$ cat src/miqr_pkg.sv
`timescale 1ns / 1ps
// miqr_pkg: shared types and constants of the mono icon quarter rotator.
// No dependencies; used by the interfaces, the top level and the checker.
package miqr_pkg;

  // one display byte holds eight vertical pixels, spread over eight bit banks
  localparam int LANES  = 8;
  localparam int LANE_W = 3;

  typedef enum logic {
    OP_WRITE = 1'b0,
    OP_READ  = 1'b1
  } op_t;

  typedef enum logic [1:0] {
    ROT_0   = 2'd0,
    ROT_90  = 2'd1,
    ROT_180 = 2'd2,
    ROT_270 = 2'd3
  } rot_t;

endpackage

$ cat src/miqr_if.sv
`timescale 1ns / 1ps
// Valid/ready channels of the mono icon quarter rotator.
// Depends on miqr_pkg for the operation and rotation codes.
interface miqr_in_if;
  logic                valid;
  logic                ready;
  miqr_pkg::op_t       operation;
  logic [6:0]          byte_index;
  logic [7:0]          byte_value;
  miqr_pkg::rot_t      rotation;
  logic [1:0]          out_page;
  logic [4:0]          out_column;

  modport source (output valid, operation, byte_index, byte_value, rotation, out_page,
                  out_column, input ready);
  modport sink   (input valid, operation, byte_index, byte_value, rotation, out_page,
                  out_column, output ready);
endinterface

interface miqr_out_if;
  logic       valid;
  logic       ready;
  logic [7:0] rotated_byte;

  modport source (output valid, rotated_byte, input ready);
  modport sink   (input valid, rotated_byte, output ready);
endinterface

$ cat src/mono_icon_quarter_rotator_top.sv
`timescale 1ns / 1ps
// Top level of the mono icon quarter rotator: banked icon store and rotation datapath.
// Depends on miqr_pkg and the channel interfaces in miqr_if.sv.
//
//   channel  | dir | beat content
//   ---------+-----+----------------------------------------------------------
//   in_ch    | in  | operation, byte_index, byte_value, rotation, out_page, out_column
//   out_ch   | out | rotated_byte (one per read beat, none for writes)
//
// One beat per cycle in both directions while out_ch is not stalled. A read accepted
// loads the bank read register, and the output register takes its byte once out_ch
// is free; from there the byte is valid on out_ch.
// The icon sits in eight 1-bit banks skewed by (x + y) mod 8, so any run of eight
// pixels along a row or a column touches each bank once: one read port per bank.
// Reset (rst_n low, synchronous) empties the pipeline; icon contents are kept.
// A stalled output holds its byte and the read stage behind it; the input stalls
// only when both hold a read.
module mono_icon_quarter_rotator_top #(
  parameter int ICON_SIZE = 24
) (
  input  logic        clk,
  input  logic        rst_n,
  miqr_in_if.sink     in_ch,
  miqr_out_if.source  out_ch
);

  localparam int PAGES  = (ICON_SIZE + 7) / 8;
  localparam int DEPTH  = PAGES * ICON_SIZE;
  localparam int AW     = $clog2(DEPTH);
  localparam int PW     = (PAGES > 1) ? $clog2(PAGES) : 1;
  localparam int CW     = ($clog2(ICON_SIZE) > 5) ? $clog2(ICON_SIZE) : 5;
  localparam int LANES  = miqr_pkg::LANES;
  localparam int LANE_W = miqr_pkg::LANE_W;
  localparam logic [CW-1:0] LAST = CW'(ICON_SIZE - 1);

  // handshake
  logic s1_v_r;
  logic out_v_r;
  logic en1;
  logic en2;
  logic in_acc;
  logic is_rd;
  logic rd_en;
  logic wr_en;

  assign en2         = !out_v_r || out_ch.ready;
  assign en1         = !s1_v_r || en2;
  assign in_ch.ready = en1;
  assign in_acc      = in_ch.valid && en1;
  assign is_rd       = (in_ch.operation == miqr_pkg::OP_READ);
  assign rd_en       = in_acc && is_rd;
  assign wr_en       = in_acc && !is_rd && (int'(in_ch.byte_index) < DEPTH);

  // write side: split byte_index into page and column, rotate the byte into banks
  logic [PW-1:0]     wr_page;
  logic [LANE_W-1:0] wr_col_lo;
  logic [AW-1:0]     wr_addr;
  logic [LANES-1:0]  wr_bits;

  always_comb begin
    wr_page = '0;
    for (int k = 1; k < PAGES; k++) begin
      if (int'(in_ch.byte_index) >= k * ICON_SIZE) begin
        wr_page = PW'(k);
      end
    end
    wr_col_lo = LANE_W'(int'(in_ch.byte_index) - int'(wr_page) * ICON_SIZE);
    wr_addr   = AW'(in_ch.byte_index);
    for (int b = 0; b < LANES; b++) begin
      wr_bits[b] = in_ch.byte_value[LANE_W'(LANE_W'(b) - wr_col_lo)];
    end
  end

  // read side: source pixel, bank and bank address for each output bit
  logic [CW-1:0]     px_y   [LANES];
  logic [CW-1:0]     px_sx  [LANES];
  logic [CW-1:0]     px_sy  [LANES];
  logic [LANE_W-1:0] px_bank[LANES];
  logic [AW-1:0]     px_addr[LANES];
  logic [LANES-1:0]  px_in;
  logic [CW-1:0]     rd_col;
  logic [AW-1:0]     rd_addr[LANES];

  always_comb begin
    rd_col = CW'(in_ch.out_column);
    for (int n = 0; n < LANES; n++) begin
      px_y[n]  = CW'(int'(in_ch.out_page) * 8 + n);
      px_in[n] = (int'(px_y[n]) < ICON_SIZE) && (int'(in_ch.out_column) < ICON_SIZE);
      case (in_ch.rotation)
        miqr_pkg::ROT_0: begin
          px_sx[n] = rd_col;
          px_sy[n] = px_y[n];
        end
        miqr_pkg::ROT_90: begin
          px_sx[n] = px_y[n];
          px_sy[n] = LAST - rd_col;
        end
        miqr_pkg::ROT_180: begin
          px_sx[n] = LAST - rd_col;
          px_sy[n] = LAST - px_y[n];
        end
        miqr_pkg::ROT_270: begin
          px_sx[n] = LAST - px_y[n];
          px_sy[n] = rd_col;
        end
        default: begin
          px_sx[n] = '0;
          px_sy[n] = '0;
        end
      endcase
      px_bank[n] = px_sx[n][LANE_W-1:0] + px_sy[n][LANE_W-1:0];
      px_addr[n] = AW'(int'(px_sy[n][CW-1:3]) * ICON_SIZE + int'(px_sx[n]));
    end
    // in-icon bits of one run land in distinct banks
    for (int b = 0; b < LANES; b++) begin
      rd_addr[b] = '0;
      for (int n = 0; n < LANES; n++) begin
        if (px_in[n] && (px_bank[n] == LANE_W'(b))) begin
          rd_addr[b] = px_addr[n];
        end
      end
    end
  end

  // bit banks
  logic rd_bit_r [LANES];

  for (genvar b = 0; b < LANES; b++) begin : g_bank
    logic mem [DEPTH];
    always_ff @(posedge clk) begin
      if (wr_en) begin
        mem[wr_addr] <= wr_bits[b];
      end
      if (rd_en) begin
        rd_bit_r[b] <= mem[rd_addr[b]];
      end
    end
  end

  // read stage: bank select and mask travel with the bank data
  logic [LANE_W-1:0] s1_bank_r[LANES];
  logic [LANES-1:0]  s1_mask_r;

  always_ff @(posedge clk) begin
    if (!rst_n) begin
      s1_v_r <= 1'b0;
    end else if (en1) begin
      s1_v_r <= rd_en;
    end
  end

  always_ff @(posedge clk) begin
    if (rd_en) begin
      s1_bank_r <= px_bank;
      s1_mask_r <= px_in;
    end
  end

  // output stage
  logic [7:0] rotated_nxt;
  logic [7:0] out_byte_r;

  always_comb begin
    for (int n = 0; n < LANES; n++) begin
      rotated_nxt[n] = s1_mask_r[n] & rd_bit_r[s1_bank_r[n]];
    end
  end

  always_ff @(posedge clk) begin
    if (!rst_n) begin
      out_v_r <= 1'b0;
    end else if (en2) begin
      out_v_r <= s1_v_r;
    end
  end

  always_ff @(posedge clk) begin
    if (en2 && s1_v_r) begin
      out_byte_r <= rotated_nxt;
    end
  end

  assign out_ch.valid        = out_v_r;
  assign out_ch.rotated_byte = out_byte_r;

endmodule

$ cat src/flat_wrapper.sv
// flat-port wrapper written by rule: the top's interface ports become plain ports
module mono_icon_quarter_rotator_top_flat 
#(
  parameter int ICON_SIZE = 24
)
  (clk, rst_n, in_ch_valid, in_ch_operation, in_ch_byte_index, in_ch_byte_value, in_ch_rotation, in_ch_out_page, in_ch_out_column, in_ch_ready, out_ch_valid, out_ch_rotated_byte, out_ch_ready);
  miqr_in_if in_ch_i ();
  miqr_out_if out_ch_i ();
  input  logic clk;
  input  logic rst_n;
  input wire logic [$bits(in_ch_i.valid)-1:0] in_ch_valid;
  input wire logic [$bits(in_ch_i.operation)-1:0] in_ch_operation;
  input wire logic [$bits(in_ch_i.byte_index)-1:0] in_ch_byte_index;
  input wire logic [$bits(in_ch_i.byte_value)-1:0] in_ch_byte_value;
  input wire logic [$bits(in_ch_i.rotation)-1:0] in_ch_rotation;
  input wire logic [$bits(in_ch_i.out_page)-1:0] in_ch_out_page;
  input wire logic [$bits(in_ch_i.out_column)-1:0] in_ch_out_column;
  output wire logic [$bits(in_ch_i.ready)-1:0] in_ch_ready;
  output wire logic [$bits(out_ch_i.valid)-1:0] out_ch_valid;
  output wire logic [$bits(out_ch_i.rotated_byte)-1:0] out_ch_rotated_byte;
  input wire logic [$bits(out_ch_i.ready)-1:0] out_ch_ready;
  assign in_ch_i.valid = in_ch_valid;
  assign in_ch_i.operation = in_ch_operation;
  assign in_ch_i.byte_index = in_ch_byte_index;
  assign in_ch_i.byte_value = in_ch_byte_value;
  assign in_ch_i.rotation = in_ch_rotation;
  assign in_ch_i.out_page = in_ch_out_page;
  assign in_ch_i.out_column = in_ch_out_column;
  assign in_ch_ready = in_ch_i.ready;
  assign out_ch_valid = out_ch_i.valid;
  assign out_ch_rotated_byte = out_ch_i.rotated_byte;
  assign out_ch_i.ready = out_ch_ready;
  mono_icon_quarter_rotator_top #(.ICON_SIZE(ICON_SIZE)) u_core (.clk(clk), .rst_n(rst_n), .in_ch(in_ch_i), .out_ch(out_ch_i));
endmodule
$ cat config.mk
export PLATFORM = sky130hd
export DESIGN_NAME = mono_icon_quarter_rotator_top_flat
export DESIGN_NICKNAME = d
export VERILOG_FILES = /design/src/miqr_pkg.sv /design/src/miqr_if.sv /design/src/mono_icon_quarter_rotator_top.sv /design/src/flat_wrapper.sv
export SDC_FILE = /design/constraint.sdc
export NUM_CORES = 1
export LEC_CHECK = 0
export BUFFER_PORTS_ARGS = -buffer_cell sky130_fd_sc_hd__buf_2
export CAP_MARGIN = 25
export CORE_MARGIN = 5
export CORE_UTILIZATION = 45
export DETAILED_ROUTE_END_ITERATION = 7
export SLEW_MARGIN = 20
export SYNTH_ARGS = -nofsm -noshare
export SYNTH_HDL_FRONTEND = slang
export SYNTH_SLANG_ARGS = --single-unit
$ cat constraint.sdc
create_clock -name clk -period 12 [get_ports clk]
set_input_delay 2.4 -clock clk [delete_from_list [all_inputs] [get_ports clk]]
set_output_delay 2.4 -clock clk [all_outputs]
set_load 0.05 [all_outputs]
==> impl_metrics.yaml <==
cells_and_area:
  fill_cells: 5250
  drive_gt1_share_pct: 15.36
  n_antenna_cell: 0
  final_common_cell: "edfxtp_1"
  nets: 2008
  most-common-layout-cells: "edfxtp_1 (607), mux2i_1 (289), nand2_1 (151)"
  area_delta_synth_final_pct: 12.45
  finalInstanceArea_mm2: 0.03147
floorplan:
  rows: 91
  core_mm2: 0.06171
  die_h_um: 259.4
  die_w_um: 259.4
  start_util_pct: 45.35
  dieArea_mm2: 0.06728
  pin_count: 39
global_routing:
  grt_max_degree: 73
  antenna_found_initial: 1
  grt_first_pass_wirelength_mm: 116.5
  grt_pass1_vias: 16620
  grtUsageTotal_pct: 23.93
  overflow: 0
cts:
  post_cts_buffers: 0
  cts_sinks: 623
  h-tree-depth: 3
  cts_root_buf: "clkbuf_16"
  clock_path_buffers: 3
  insertion_delay_ns: 0.61
  cts_resized: 0
  cts.clk_slew.worst_paths_ns: 0.06
  cts-hold-fix-buffers: 0
  cts_made_buffers: 67
  cts_tree: "yes"
run_status:
  status: "completed"
synth:
  yosysTopAreaCellShare_pct: 65.13
  ys.flop_type: "edfxtp_1"
  async_flop_share_pct: 0
  synth_edf_count: 607
  synthCells: 1873
  synthDistinctLibCells: 98
  synth_area_leader_cell: "edfxtp_1"
  yosysSeqAreaShare_pct: 66.27
  yosys_warnings: 0
  ys_ff_latch: 623
  avgSynthCellArea_um2: 14.94
  syn_nets: 1922
  syn_area_mm2: 0.02799
  synth_area_leaders: "edfxtp_1 (65%), mux2i_1 (10%), mux4_2 (2.7%)"
critical_path:
  crit_slowest_cell: "nor4_1"
  worst_ep_required_time_ns: 12.37
  cp.arrival_ns: 8.82
  cp-start-kind: "input port"
  critPathMostFrequentCell: "a211o_1"
  end_kind: "flop"
  critical_path_class: "in2reg"
  cp_cell_sequence: "buf_2, nor2_1, xnor2_2, clkinv_1, ha_1, fa_1, nor4_1, a32oi_1, a211o_1, a211o_1, nand2_2, nand2_1, o221ai_1, a41oi_1, o31a_1, a311oi_1"
  cpPeakStageDelay_ns: 0.78
  cp_max_fo: 24
timing:
  timing.final.ws_setup_ns: 3.551
  period_share_pct: 70.41
  hold_violations: 0
  report.final.slew_viol_count: 0
  tns_ns: 0
  rsz0062_at_grt: "no"
  skew_ns: 0.02218
  layout_min_cycle_time_ns: 8.449
  relSlewSlack_pct: 22.36
  max_slew.worst_pin.slew_ns: 1.160
  fmax_ghz: 0.1184
  setup_violations: 0
placed_design:
  place_area_mm2: 0.02929
  place_congestion: 0.9214
  pre_cts_ws_ns: 3.088
  hpwlAfterDp_mm: 54.37
  numPortBuffers: 38
pwr:
  cellLeakagePower_nw: 10.58
  power.density_mw_per_mm2: 201.8
  irDropWorstVdd_v: 0.0001344
routing:
  drt-vias-per-instance: 6.024
  routed_wl_mm: 81.61
  wl_met2_mm: 38.60
  wl_met3_mm: 5.597
  antenna_left: 0
  initialDrtViolationCount: 1973
  drc: 0
  drt-wirelength-per-cell_um: 28.64
  vias: 17160
  m1WireLength_mm: 34.66
  dr.pass1.iters: 6
  route.top_layer_used: "met4"
flow_run:
  maxCapViolCount: 0
min_path:
  worstHoldPathType: "reg2reg"
-- logic make-up (layout without fill, tap and decap cells) --
family | Yosys count | count (layout) | share of synthesized area, %
xor+xnor | 24 | 24 | 0.9880
fa+ha+maj | 20 | 20 | 1.001
simple gates | 468 | 468 | 7.783
compound gates | 260 | 260 | 6.863
flops | 623 | 623 | 66.27
mux | 374 | 374 | 15.19
buf+inv | 104 | 243 | 1.900
-- metrics by stage --
step / power [W] / hold WS [ns] / utilization (%) / instances
5_1_grt: 0.006570 / 0.4741 / 51.00 / 2849
4_1_cts: 0.006366 / 0.4428 / 50.87 / 2841
3_3_place_gp: 0.004379 / 0.4210 / 47.30 / 2709
3_5_place_dp: 0.004390 / 0.4277 / 47.46 / 2719
6_report: 0.006352 / 0.4451 / 51.00 / 2849
2_1_floorplan: 0.003730 / 0.4154 / - / 1873
-- final cells by class --
cell class	count	area (µm²)	area share (%)
repair buffers	93	634.4	2.016
multi-input cells	1146	9034	28.70
clock inverters	35	309.0	0.9820
well taps	837	1047	3.328
flip-flops and latches	623	18550	58.94
inverters	28	105.1	0.3340
clock buffers	87	1794	5.701
-- state kept, by name, summed over array words and instances (netlist names), named ones only --
signal / count
u_core.s1_bank_r: 14
u_core.out_ch.valid: 1
u_core.rd_bit_r: 8
u_core.out_ch.rotated_byte: 8
u_core.s1_v_r: 1
u_core.g_bank.mem: 576
u_core.s1_mask_r: 1
-- critical path, delay by kind of cell --
family,cells,cell delay [ns]
xor gates and xnor gates,1,0.40
buffers and inverters,2,0.86
adders and majority gates,2,1.05
and+or+nand+nor,4,1.99
AOI/OAI and AO/OA,7,2.08
-- power by group --
part | total [W] | switching, W | internal, W
logic | 0.00185 | 0.00122 | 0.000624
registers | 0.00252 | 0.0000237 | 0.00250
clock network | 0.00199 | 0.000836 | 0.00115
-- synth_stat cells, types with 5 or more instances --
library cell  count
xnor2_1          14
a21o_1            5
nand2b_1         12
or3_1             5
mux2_2           40
buf_4            11
o31ai_1           9
a21oi_1          38
ha_1             16
o21ai_0          29
o221ai_1          5
and2_1            9
nand2_1         154
o21ai_1          12
o211ai_1         16
o22ai_1          13
a211oi_1         32
inv_1            20
clkbuf_1         27
o21a_1            5
nor2b_1          23
nor2_1          142
inv_2             5
dfxtp_1          16
a211o_1          13
mux2i_1         289
nor4_1            7
mux4_2           33
mux2_1           10
a31oi_1          17
and3_1            8
buf_2            26
edfxtp_1        607
buf_6             9
nor3_1           22
o31a_1            5
nand4_1          11
a32oi_1           6
nand3_1          45
-- worst paths after layout --
path | from | endpoint | slack, ns | cells past startpoint
worst max-delay path | in_ch_rotation[0] | u_core.rd_bit_r[4] | 3.55 | 16
worst min-delay path | u_core.s1_bank_r[3] | flop | 0.45 | 2
worst max register to register | u_core.out_ch.valid | u_core.g_bank[1].mem[61] | 8.58 | 6
worst min register to register | u_core.s1_bank_r[3] | flop | 0.45 | 2
-- layer usage --
| metal | track usage, % | vias up |
|---|---|---|
| met3 | 3.686 | 150 |
| met5 | 0 | - |
| met2 | 38.64 | 714 |
| li1 | - | 7505 |
| met4 | 7.794 | 0 |
| met1 | 33.64 | 8794 |
No activity file was read; power rests on OpenSTA's default activity.
